**config.mk**
```make
export PLATFORM = sky130hd
export DESIGN_NAME = array_linked_list_engine
export DESIGN_NICKNAME = d
export VERILOG_FILES = /design/src/rtl/alle_pkg.sv /design/src/rtl/alle_ctrl.sv /design/src/rtl/alle_dp.sv /design/src/rtl/array_linked_list_engine.sv
export SDC_FILE = /design/constraint.sdc
export NUM_CORES = 1
export LEC_CHECK = 0
export BUFFER_PORTS_ARGS = -buffer_cell sky130_fd_sc_hd__buf_2
export CAP_MARGIN = 0
export CORE_ASPECT_RATIO = 0.5
export CORE_MARGIN = 3
export CORE_UTILIZATION = 45
export DETAILED_ROUTE_END_ITERATION = 8
export GPL_TIMING_DRIVEN = 1
export PLACE_DENSITY = 0.68
export SLEW_MARGIN = 20
export SYNTH_ARGS = -nofsm -noshare
export SYNTH_HDL_FRONTEND = slang
export SYNTH_SLANG_ARGS = --single-unit
```
**constraint.sdc**
```tcl
create_clock -name i_clk -period 5.6 [get_ports i_clk]
set_input_delay 0.84 -clock i_clk [delete_from_list [all_inputs] [get_ports i_clk]]
set_output_delay 0.84 -clock i_clk [all_outputs]
set_load 0.03 [all_outputs]
```
**src/rtl/alle_pkg.sv**
```systemverilog
`default_nettype none
package alle_pkg;

    localparam int ENTRIES   = 8;
    localparam int KEY_BITS  = 32;
    localparam int SLOT_BITS = (ENTRIES > 1) ? $clog2(ENTRIES) : 1;
    localparam int LINK_BITS = $clog2(ENTRIES + 1);

    localparam logic [LINK_BITS-1:0] LINK_NIL = LINK_BITS'(ENTRIES);

    typedef enum logic [1:0] {
        ST_DONE      = 2'd0,
        ST_FULL      = 2'd1,
        ST_NOT_FOUND = 2'd2,
        ST_EMPTY     = 2'd3
    } t_status;

    typedef enum logic {
        OP_INSERT = 1'b0,
        OP_DELETE = 1'b1
    } t_opcode;

    typedef struct packed {
        logic    load;
        logic    insert;
        logic    walk_init;
        logic    step;
        logic    unlink;
        logic    res_write;
        t_status res_status;
        logic    out_load;
    } t_cmd;

    typedef struct packed {
        logic op_delete;
        logic full;
        logic nonempty;
        logic cur_nil;
        logic key_match;
        logic walk_last;
    } t_stat;

endpackage
`default_nettype wire

```
**src/rtl/alle_ctrl.sv**
```systemverilog
`default_nettype none
module alle_ctrl (
    input  wire logic           i_clk,
    input  wire logic           i_rst_n,
    input  wire logic           i_in_valid,
    output logic                o_in_stall,
    input  wire logic           i_out_stall,
    output logic                o_out_valid,
    input  wire alle_pkg::t_stat i_stat,
    output alle_pkg::t_cmd      o_cmd
);

    typedef enum logic [2:0] {
        S_IDLE,
        S_EXEC,
        S_WALK,
        S_UNLINK,
        S_RESP
    } t_state;

    t_state r_state;
    t_state n_state;
    logic   r_out_valid;
    logic   n_out_valid;
    logic   out_free;

    assign o_in_stall  = (r_state != S_IDLE);
    assign o_out_valid = r_out_valid;
    assign out_free    = !r_out_valid || !i_out_stall;

    always_comb begin
        n_state          = r_state;
        o_cmd            = '0;
        o_cmd.res_status = alle_pkg::ST_DONE;
        unique case (r_state)
            S_IDLE: begin
                if (i_in_valid) begin
                    o_cmd.load = 1'b1;
                    n_state    = S_EXEC;
                end
            end
            S_EXEC: begin
                if (!i_stat.op_delete) begin
                    o_cmd.res_write = 1'b1;
                    n_state         = S_RESP;
                    if (i_stat.full) begin
                        o_cmd.res_status = alle_pkg::ST_FULL;
                    end else begin
                        o_cmd.insert     = 1'b1;
                        o_cmd.res_status = alle_pkg::ST_DONE;
                    end
                end else if (!i_stat.nonempty) begin
                    o_cmd.res_write  = 1'b1;
                    o_cmd.res_status = alle_pkg::ST_EMPTY;
                    n_state          = S_RESP;
                end else begin
                    o_cmd.walk_init = 1'b1;
                    n_state         = S_WALK;
                end
            end
            S_WALK: begin
                if (!i_stat.cur_nil && i_stat.key_match) begin
                    n_state = S_UNLINK;
                end else if (i_stat.cur_nil || i_stat.walk_last) begin
                    o_cmd.res_write  = 1'b1;
                    o_cmd.res_status = alle_pkg::ST_NOT_FOUND;
                    n_state          = S_RESP;
                end else begin
                    o_cmd.step = 1'b1;
                end
            end
            S_UNLINK: begin
                o_cmd.unlink     = 1'b1;
                o_cmd.res_write  = 1'b1;
                o_cmd.res_status = alle_pkg::ST_DONE;
                n_state          = S_RESP;
            end
            S_RESP: begin
                if (out_free) begin
                    o_cmd.out_load = 1'b1;
                    n_state        = S_IDLE;
                end
            end
            default: begin
                n_state = S_IDLE;
            end
        endcase
    end

    assign n_out_valid = o_cmd.out_load || (r_out_valid && i_out_stall);

    always_ff @(posedge i_clk) begin
        if (!i_rst_n) begin
            r_state     <= S_IDLE;
            r_out_valid <= 1'b0;
        end else begin
            r_state     <= n_state;
            r_out_valid <= n_out_valid;
        end
    end

endmodule
`default_nettype wire

```
**src/rtl/alle_dp.sv**
```systemverilog
`default_nettype none
module alle_dp (
    input  wire logic           i_clk,
    input  wire logic           i_rst_n,
    input  wire logic           i_opcode,
    input  wire logic [31:0]    i_key_value,
    input  wire alle_pkg::t_cmd i_cmd,
    output alle_pkg::t_stat     o_stat,
    output logic [1:0]          o_status,
    output logic [2:0]          o_slot_index
);

    localparam int EN = alle_pkg::ENTRIES;
    localparam int KB = alle_pkg::KEY_BITS;
    localparam int SB = alle_pkg::SLOT_BITS;
    localparam int LB = alle_pkg::LINK_BITS;

    logic [KB-1:0] r_key_store [EN];
    logic [LB-1:0] r_next_link [EN];
    logic [LB-1:0] r_prev_link [EN];
    logic [EN-1:0] r_slot_used;
    logic [SB-1:0] r_tail_slot;
    logic          r_nonempty;

    logic          r_op;
    logic [KB-1:0] r_key;
    logic [LB-1:0] r_cur;
    logic [LB-1:0] r_steps;

    alle_pkg::t_status r_res_status;
    logic [SB-1:0]     r_res_slot;
    logic [1:0]        r_out_status;
    logic [2:0]        r_out_slot;

    logic [KB+31:0] key_ext;
    logic [SB-1:0]  free_slot;
    logic           cur_nil;
    logic [SB-1:0]  cur_slot;
    logic [LB-1:0]  cur_prev;
    logic [LB-1:0]  cur_next;
    logic           prev_ok;
    logic           next_ok;
    logic           tail_ok;
    logic [SB-1:0]  res_slot;
    logic [SB+2:0]  out_ext;

    assign key_ext = {{KB{i_key_value[31]}}, i_key_value};

    always_comb begin
        free_slot = '0;
        for (int i = EN - 1; i >= 0; i--) begin
            if (!r_slot_used[i]) begin
                free_slot = SB'(i);
            end
        end
    end

    assign cur_nil  = (r_cur >= alle_pkg::LINK_NIL);
    assign cur_slot = cur_nil ? '0 : r_cur[SB-1:0];
    assign cur_prev = r_prev_link[cur_slot];
    assign cur_next = r_next_link[cur_slot];
    assign prev_ok  = (cur_prev < alle_pkg::LINK_NIL);
    assign next_ok  = (cur_next < alle_pkg::LINK_NIL);
    assign tail_ok  = (LB'(r_tail_slot) < alle_pkg::LINK_NIL);

    assign o_stat.op_delete = r_op;
    assign o_stat.full      = &r_slot_used;
    assign o_stat.nonempty  = r_nonempty;
    assign o_stat.cur_nil   = cur_nil;
    assign o_stat.key_match = (r_key_store[cur_slot] == r_key);
    assign o_stat.walk_last = (r_steps == LB'(EN));

    assign res_slot = (i_cmd.res_status != alle_pkg::ST_DONE) ? '0 :
                      (i_cmd.insert ? free_slot : cur_slot);
    assign out_ext  = (SB + 3)'(r_res_slot);

    // link and occupancy state
    always_ff @(posedge i_clk) begin
        if (!i_rst_n) begin
            for (int i = 0; i < EN; i++) begin
                r_next_link[i] <= alle_pkg::LINK_NIL;
            end
            r_slot_used <= '0;
            r_tail_slot <= '0;
            r_nonempty  <= 1'b0;
        end else if (i_cmd.insert) begin
            r_slot_used[free_slot] <= 1'b1;
            r_next_link[free_slot] <= alle_pkg::LINK_NIL;
            if (r_nonempty && tail_ok) begin
                r_next_link[r_tail_slot] <= LB'(free_slot);
            end
            r_tail_slot <= free_slot;
            r_nonempty  <= 1'b1;
        end else if (i_cmd.unlink) begin
            if (cur_slot == r_tail_slot) begin
                if (prev_ok) begin
                    r_tail_slot <= cur_prev[SB-1:0];
                end else begin
                    r_tail_slot <= '0;
                    r_nonempty  <= 1'b0;
                end
            end
            if (prev_ok) begin
                r_next_link[cur_prev[SB-1:0]] <= cur_next;
            end
            r_next_link[cur_slot] <= alle_pkg::LINK_NIL;
            r_slot_used[cur_slot] <= 1'b0;
        end
    end

    // keys, back links, walk and result
    always_ff @(posedge i_clk) begin
        if (i_cmd.load) begin
            r_op  <= i_opcode;
            r_key <= key_ext[KB-1:0];
        end
        if (i_cmd.insert) begin
            r_key_store[free_slot] <= r_key;
            if (r_nonempty && tail_ok) begin
                r_prev_link[free_slot] <= LB'(r_tail_slot);
            end else begin
                r_prev_link[free_slot] <= alle_pkg::LINK_NIL;
            end
        end
        if (i_cmd.unlink) begin
            if (next_ok) begin
                r_prev_link[cur_next[SB-1:0]] <= cur_prev;
            end
            r_prev_link[cur_slot] <= alle_pkg::LINK_NIL;
        end
        if (i_cmd.walk_init) begin
            r_cur   <= LB'(r_tail_slot);
            r_steps <= '0;
        end else if (i_cmd.step) begin
            r_cur   <= cur_prev;
            r_steps <= r_steps + 1'b1;
        end
        if (i_cmd.res_write) begin
            r_res_status <= i_cmd.res_status;
            r_res_slot   <= res_slot;
        end
        if (i_cmd.out_load) begin
            r_out_status <= r_res_status;
            r_out_slot   <= out_ext[2:0];
        end
    end

    assign o_status     = r_out_status;
    assign o_slot_index = r_out_slot;

`ifndef SYNTHESIS
    a_empty_no_used: assert property (@(posedge i_clk) disable iff (!i_rst_n)
        r_nonempty == (|r_slot_used))
        else $error("list flag disagrees with used slots");

    a_tail_used: assert property (@(posedge i_clk) disable iff (!i_rst_n)
        r_nonempty |-> r_slot_used[r_tail_slot])
        else $error("tail slot not in use");

    a_unlink_frees: assert property (@(posedge i_clk) disable iff (!i_rst_n)
        i_cmd.unlink |=> !r_slot_used[$past(cur_slot)])
        else $error("deleted slot still in use");

    a_insert_tail: assert property (@(posedge i_clk) disable iff (!i_rst_n)
        i_cmd.insert |=> (r_tail_slot == $past(free_slot)) && r_nonempty)
        else $error("insert did not move tail");
`endif

endmodule
`default_nettype wire

```
**src/rtl/array_linked_list_engine.sv**
```systemverilog
// insert, empty-list delete: EXEC writes the result, RESP moves it to the output
// delete: EXEC, backward walk from tail at one slot per cycle, UNLINK on a hit, RESP
// a new word is taken only in IDLE, after RESP has passed its result to the output
// a new word is taken while the previous result word still waits on the output
// reset: synchronous active low; clears used bits, next links, tail and list flag
`default_nettype none
module array_linked_list_engine (
    input  wire logic        i_clk,
    input  wire logic        i_rst_n,
    input  wire logic        i_in_valid,
    output logic             o_in_stall,
    input  wire logic        i_opcode,
    input  wire logic [31:0] i_key_value,
    output logic             o_out_valid,
    input  wire logic        i_out_stall,
    output logic [1:0]       o_status,
    output logic [2:0]       o_slot_index
);

    alle_pkg::t_cmd  cmd;
    alle_pkg::t_stat stat;

    alle_ctrl u_ctrl (
        .i_clk       (i_clk),
        .i_rst_n     (i_rst_n),
        .i_in_valid  (i_in_valid),
        .o_in_stall  (o_in_stall),
        .i_out_stall (i_out_stall),
        .o_out_valid (o_out_valid),
        .i_stat      (stat),
        .o_cmd       (cmd)
    );

    alle_dp u_dp (
        .i_clk        (i_clk),
        .i_rst_n      (i_rst_n),
        .i_opcode     (i_opcode),
        .i_key_value  (i_key_value),
        .i_cmd        (cmd),
        .o_stat       (stat),
        .o_status     (o_status),
        .o_slot_index (o_slot_index)
    );

endmodule
`default_nettype wire

```
==> summary.txt <==
Timing
  – Tightest slew margin relative to the limit: 0.295
  – Final critical delay including setup and external delays: about 4.4 ns
  – Clk_skew: between 0.015 and 0.02 ns
  – Endpoints failing setup: 0
  – Actual transition at the worst max-transition pin: approximately 1.1 ns
  – Final cycle utilization of the critical path: 0.789
  – Maximum frequency from static timing analysis: 226 MHz
  – Total negative slack: 0 ns
  – Setup ws final: between 1 and 1.5 ns
  – RSZ-0062 raised after global routing: false
  – Count of pins over their slew limit: 0
  – Count of endpoints failing hold in the final timing report: 0

Power
  – Part of the total power dissipated in combinational logic: 0.066
  – Peak supply drop: between 0.15 and 0.2 mV
  – Leak pwr: between 6 and 7 nW
  – Register share of total power: 0.543
  – Power density over the cells: 331 mW/mm^2
  – Internal: 4.69 mW
  – Fraction of power spent switching nets: 0.236
  – Net switching power of the design: 1.44 mW
  – Clock network power share: 0.391

Finish
  – Fraction of final layout cells sized beyond drive strength 1: 0.156
  – Synthesis-to-finish area growth: 10.9%
  – Cell area after layout: about 0.019 sq mm
  – Total number of nets in the final design: 1288
  – Diode insertion count for antenna repair: 0

Critical path
  – Type of destination of the critical path: flop
  – CP Max Fanout: 21
  – CP required: approximately 6 ns
  – Kind of start point of the critical path: flop
  – Data arrival at the endpoint of the critical path: about 4.7 ns
  – Critical path type: reg -> reg

Synth
  – Cell type contributing the most total cell area after synthesis: sky130_fd_sc_hd__edfxtp_1
  – Synth unique cells: 80
  – Number of enable flip-flop cells after synthesis: between 300 and 400
  – Dominant cells by area after synthesis: sky130_fd_sc_hd__edfxtp_1, sky130_fd_sc_hd__dfxtp_1, sky130_fd_sc_hd__mux2i_1
  – Cell Area, Synth: about 0.017 sq mm
  – Flops & latches, synth: around 390
  – Sequential area share after synthesis: 0.664
  – Share of the synthesized area in the top cell type: 0.601
  – Mapped Avg Cell Area: approximately 14 sq um
  – Cell count after synthesis: between 1k and 1.5k
  – Synth Flop Type: sky130_fd_sc_hd__edfxtp_1
  – Async set-or-reset flop fraction in the synthesized netlist: 0
  – Synth warnings: 0
  – Nets in the synthesized netlist: ~1.3k

Clocking
  – Number of buffers inserted by post-CTS setup repair: 0
  – CTS Root Cell: sky130_fd_sc_hd__clkbuf_16
  – TritonCTS clock tree: done
  – Number of sinks driven by the clock tree: around 390
  – Clk Latency, worst-skew pair: between 0.5 and 0.6 ns
  – # resized after CTS: 0
  – Num CTS Buffers: 36
  – Clock tree buffer depth: 3
  – Number of hold buffers added after CTS: 0
  – CTS HTree Levels: 2
  – Clock input transition at the sequential cells of the worst setup and hold paths: about 0.07 ns

Floorplan
  – Number of top-level pins: 44
  – Starting Density: 0.461
  – Die width: ~280 um
  – Die Ht: 142 um
  – Rows: 49
  – Area of the core: approximately 0.036 sq mm
  – Total Die Area: 0.0396 sq mm

Place
  – Number of buffers added on ports: 43
  – Half-perimeter wire length after detailed placement: approximately 26 mm
  – Cell area reported after detailed placement: about 0.017 sq mm
  – Routability cong.: 0.927
  – Post-Place Setup Slack: roughly 1.4 ns

Global route
  – Global-route usage over all layers: 0.211
  – Antenna violations before repair: 0
  – Overflow after GRT: 0
  – Vias in the first global route: approximately 11k
  – Maximum number of pins on one net before global-route repair: 99
  – First-pass GRT wire length: 64.2 mm

Status
  – Run status: finished, final reports clean

Detailed routing
  – Via count: 10.7k
  – Drt first-iter violations: ~1.2k
  – Detailed-route wire length per cell: roughly 24 um
  – Via-to-Cell Ratio: just over 6
  – Number of antenna-violating nets in the routed design: 0
  – Final Routed Wirelength: between 40 and 50 mm
  – First drt pass iteration count: 6
  – Count of unresolved DRC violations after routing: 0

Min path
  – Worst hold-check path type: reg -> reg

Job
  – Max-cap violations: 0
routing by layer:
layer | vias to the layer above | wire length [um] | GRT usage | share of wire
met4 | 0 | 1070 | 0.0674 | 0.025
met3 | 85 | 3140 | 0.0366 | 0.075
li1 | 4760 | - | - | -
met2 | 444 | 19100 | 0.336 | 0.46
met1 | 5376 | 18600 | 0.300 | 0.44
met5 | - | 0 | 0 | 0
kinds of logic (layout without fill, tap and decap cells):
kind of cell / after synthesis / in the layout / synth area share
AOI/OAI and AO/OA: 244 / 244 / 0.101
xor gates and xnor gates: 30 / 30 / 0.0157
adders and majority gates: 2 / 2 / 0.00150
buffers and inverters: 87 / 152 / 0.0284
DFF: 387 / 387 / 0.664
muxes: 123 / 123 / 0.0840
and+or+nand+nor: 339 / 339 / 0.105
power groups by stage:
stage          Clock [mW]  Sequential, mW  Combinational, mW
6_report             2.40            3.33              0.403
5_1_grt              2.56            3.34              0.435
4_1_cts              2.44            3.33              0.400
3_5_place_dp            0            3.39              0.397
3_3_place_gp            0            3.39              0.394
2_1_floorplan           0            3.36              0.270
worst max-delay path, stage by stage, from the launching register on:
cell,delay (ns)
sky130_fd_sc_hd__edfxtp_1,0.79
sky130_fd_sc_hd__or3b_1,0.83
sky130_fd_sc_hd__buf_4,0.33
sky130_fd_sc_hd__o22ai_1,0.11
sky130_fd_sc_hd__a211oi_1,0.28
sky130_fd_sc_hd__xnor2_1,0.20
sky130_fd_sc_hd__nand4_1,0.14
sky130_fd_sc_hd__nor4_1,0.37
sky130_fd_sc_hd__nand3_1,0.50
sky130_fd_sc_hd__nand2_1,0.39
sky130_fd_sc_hd__nand2_1,0.17
state kept, by name, indices dropped and copies added, names as in the netlist:
| signal | flops |
|---|---|
| u_dp.r_key_store | 256 |
| u_dp.r_key | 32 |
| u_dp.r_next_link | 32 |
| u_dp.r_prev_link | 32 |
| u_dp.r_slot_used | 8 |
| u_dp.r_cur | 4 |
| u_dp.r_steps | 4 |
| u_ctrl.r_state | 3 |
| u_dp.o_slot_index | 3 |
| u_dp.r_res_slot | 3 |
| u_dp.r_tail_slot | 3 |
| u_dp.o_status | 2 |
| u_dp.r_res_status | 2 |
| u_ctrl.o_out_valid | 1 |
| u_dp.r_nonempty | 1 |
| u_dp.r_op | 1 |
per-stage QoR:
stage / hold slack, ns / cells / total power [mW] / utilization
finish: 0.425 / 1761 / 6.13 / 0.511
global placement: 0.408 / 1695 / 3.78 / 0.479
floorplan: 0.400 / 1212 / 3.63 / -
global route: 0.431 / 1761 / 6.34 / 0.511
CTS: 0.428 / 1761 / 6.17 / 0.511
detailed placement: 0.413 / 1695 / 3.79 / 0.479
layout make-up:
class / count / area, sq um
clock buffer: 42 / 945
clock inverter: 24 / 189
fill: 3003 / 17700
inverter: 17 / 63.8
multi-input combinational: 738 / 5190
sequential: 387 / 11100
tap: 484 / 606
timing repair buffer: 69 / 423
cells in the final DEF (no fill, tap or decap), types with 15 or more instances in the layout:
cell / synthesis / layout
sky130_fd_sc_hd__edfxtp_1: 334 / 334
sky130_fd_sc_hd__nor2_1: 95 / 88
sky130_fd_sc_hd__nand2_1: 81 / 81
sky130_fd_sc_hd__mux2i_1: 72 / 72
sky130_fd_sc_hd__dfxtp_1: 53 / 53
sky130_fd_sc_hd__o22ai_1: 46 / 46
sky130_fd_sc_hd__buf_2: 25 / 43
sky130_fd_sc_hd__a21oi_1: 41 / 41
sky130_fd_sc_hd__mux2_2: 40 / 40
sky130_fd_sc_hd__o21ai_0: 37 / 37
sky130_fd_sc_hd__clkbuf_16: 0 / 37
sky130_fd_sc_hd__nand3_1: 29 / 29
sky130_fd_sc_hd__nor3b_1: 30 / 29
sky130_fd_sc_hd__buf_4: 13 / 25
sky130_fd_sc_hd__o31ai_1: 24 / 24
sky130_fd_sc_hd__nor3_1: 23 / 22
sky130_fd_sc_hd__inv_1: 17 / 17
sky130_fd_sc_hd__xor2_1: 17 / 17
sky130_fd_sc_hd__a211oi_1: 15 / 15
synthesized netlist by cell type (3+ instances only):
cell and count:
sky130_fd_sc_hd__o211ai_1 7, sky130_fd_sc_hd__or3_1 5, sky130_fd_sc_hd__o21ai_0 37, sky130_fd_sc_hd__dfxtp_1 53, sky130_fd_sc_hd__a221oi_1 4, sky130_fd_sc_hd__nor4_1 3, sky130_fd_sc_hd__a21oi_1 41, sky130_fd_sc_hd__and3_1 5
sky130_fd_sc_hd__xnor2_1 13, sky130_fd_sc_hd__nor3_1 23, sky130_fd_sc_hd__a21boi_0 3, sky130_fd_sc_hd__a2bb2oi_1 7, sky130_fd_sc_hd__nand2_1 81, sky130_fd_sc_hd__o2111ai_1 8, sky130_fd_sc_hd__nor2b_1 11, sky130_fd_sc_hd__a32oi_1 6
sky130_fd_sc_hd__nand4b_1 3, sky130_fd_sc_hd__buf_1 3, sky130_fd_sc_hd__a31oi_1 3, sky130_fd_sc_hd__mux2_2 40, sky130_fd_sc_hd__nor2_1 95, sky130_fd_sc_hd__nand3b_1 10, sky130_fd_sc_hd__nor3b_1 30, sky130_fd_sc_hd__buf_4 13
sky130_fd_sc_hd__buf_2 25, sky130_fd_sc_hd__clkbuf_1 20, sky130_fd_sc_hd__o221ai_1 9, sky130_fd_sc_hd__o21a_1 3, sky130_fd_sc_hd__mux2i_1 72, sky130_fd_sc_hd__xor2_1 17, sky130_fd_sc_hd__a211oi_1 15, sky130_fd_sc_hd__nand3_1 29
sky130_fd_sc_hd__a22o_1 3, sky130_fd_sc_hd__o22ai_1 46, sky130_fd_sc_hd__nand4_1 10, sky130_fd_sc_hd__nand2b_1 9, sky130_fd_sc_hd__edfxtp_1 334, sky130_fd_sc_hd__buf_6 9, sky130_fd_sc_hd__o21ai_1 4, sky130_fd_sc_hd__mux4_2 9
sky130_fd_sc_hd__inv_1 17, sky130_fd_sc_hd__or2_2 5, sky130_fd_sc_hd__o31ai_1 24
path summary, 6_finish.rpt:
| kind | from | to | slack [ns] | depth (start not counted) |
|---|---|---|---|---|
| worst max-delay path | u_dp.r_cur[1] | u_dp.r_cur[0] | 1.18 | 10 |
| worst min-delay path | u_dp.r_res_status[1] | u_dp.o_status[1] | 0.43 | 0 |
| worst max register to register | u_dp.r_cur[1] | u_dp.r_cur[0] | 1.18 | 10 |
| worst min register to register | u_dp.r_res_status[1] | u_dp.o_status[1] | 0.43 | 0 |
Note: power is estimated with default switching activity, not from simulation.
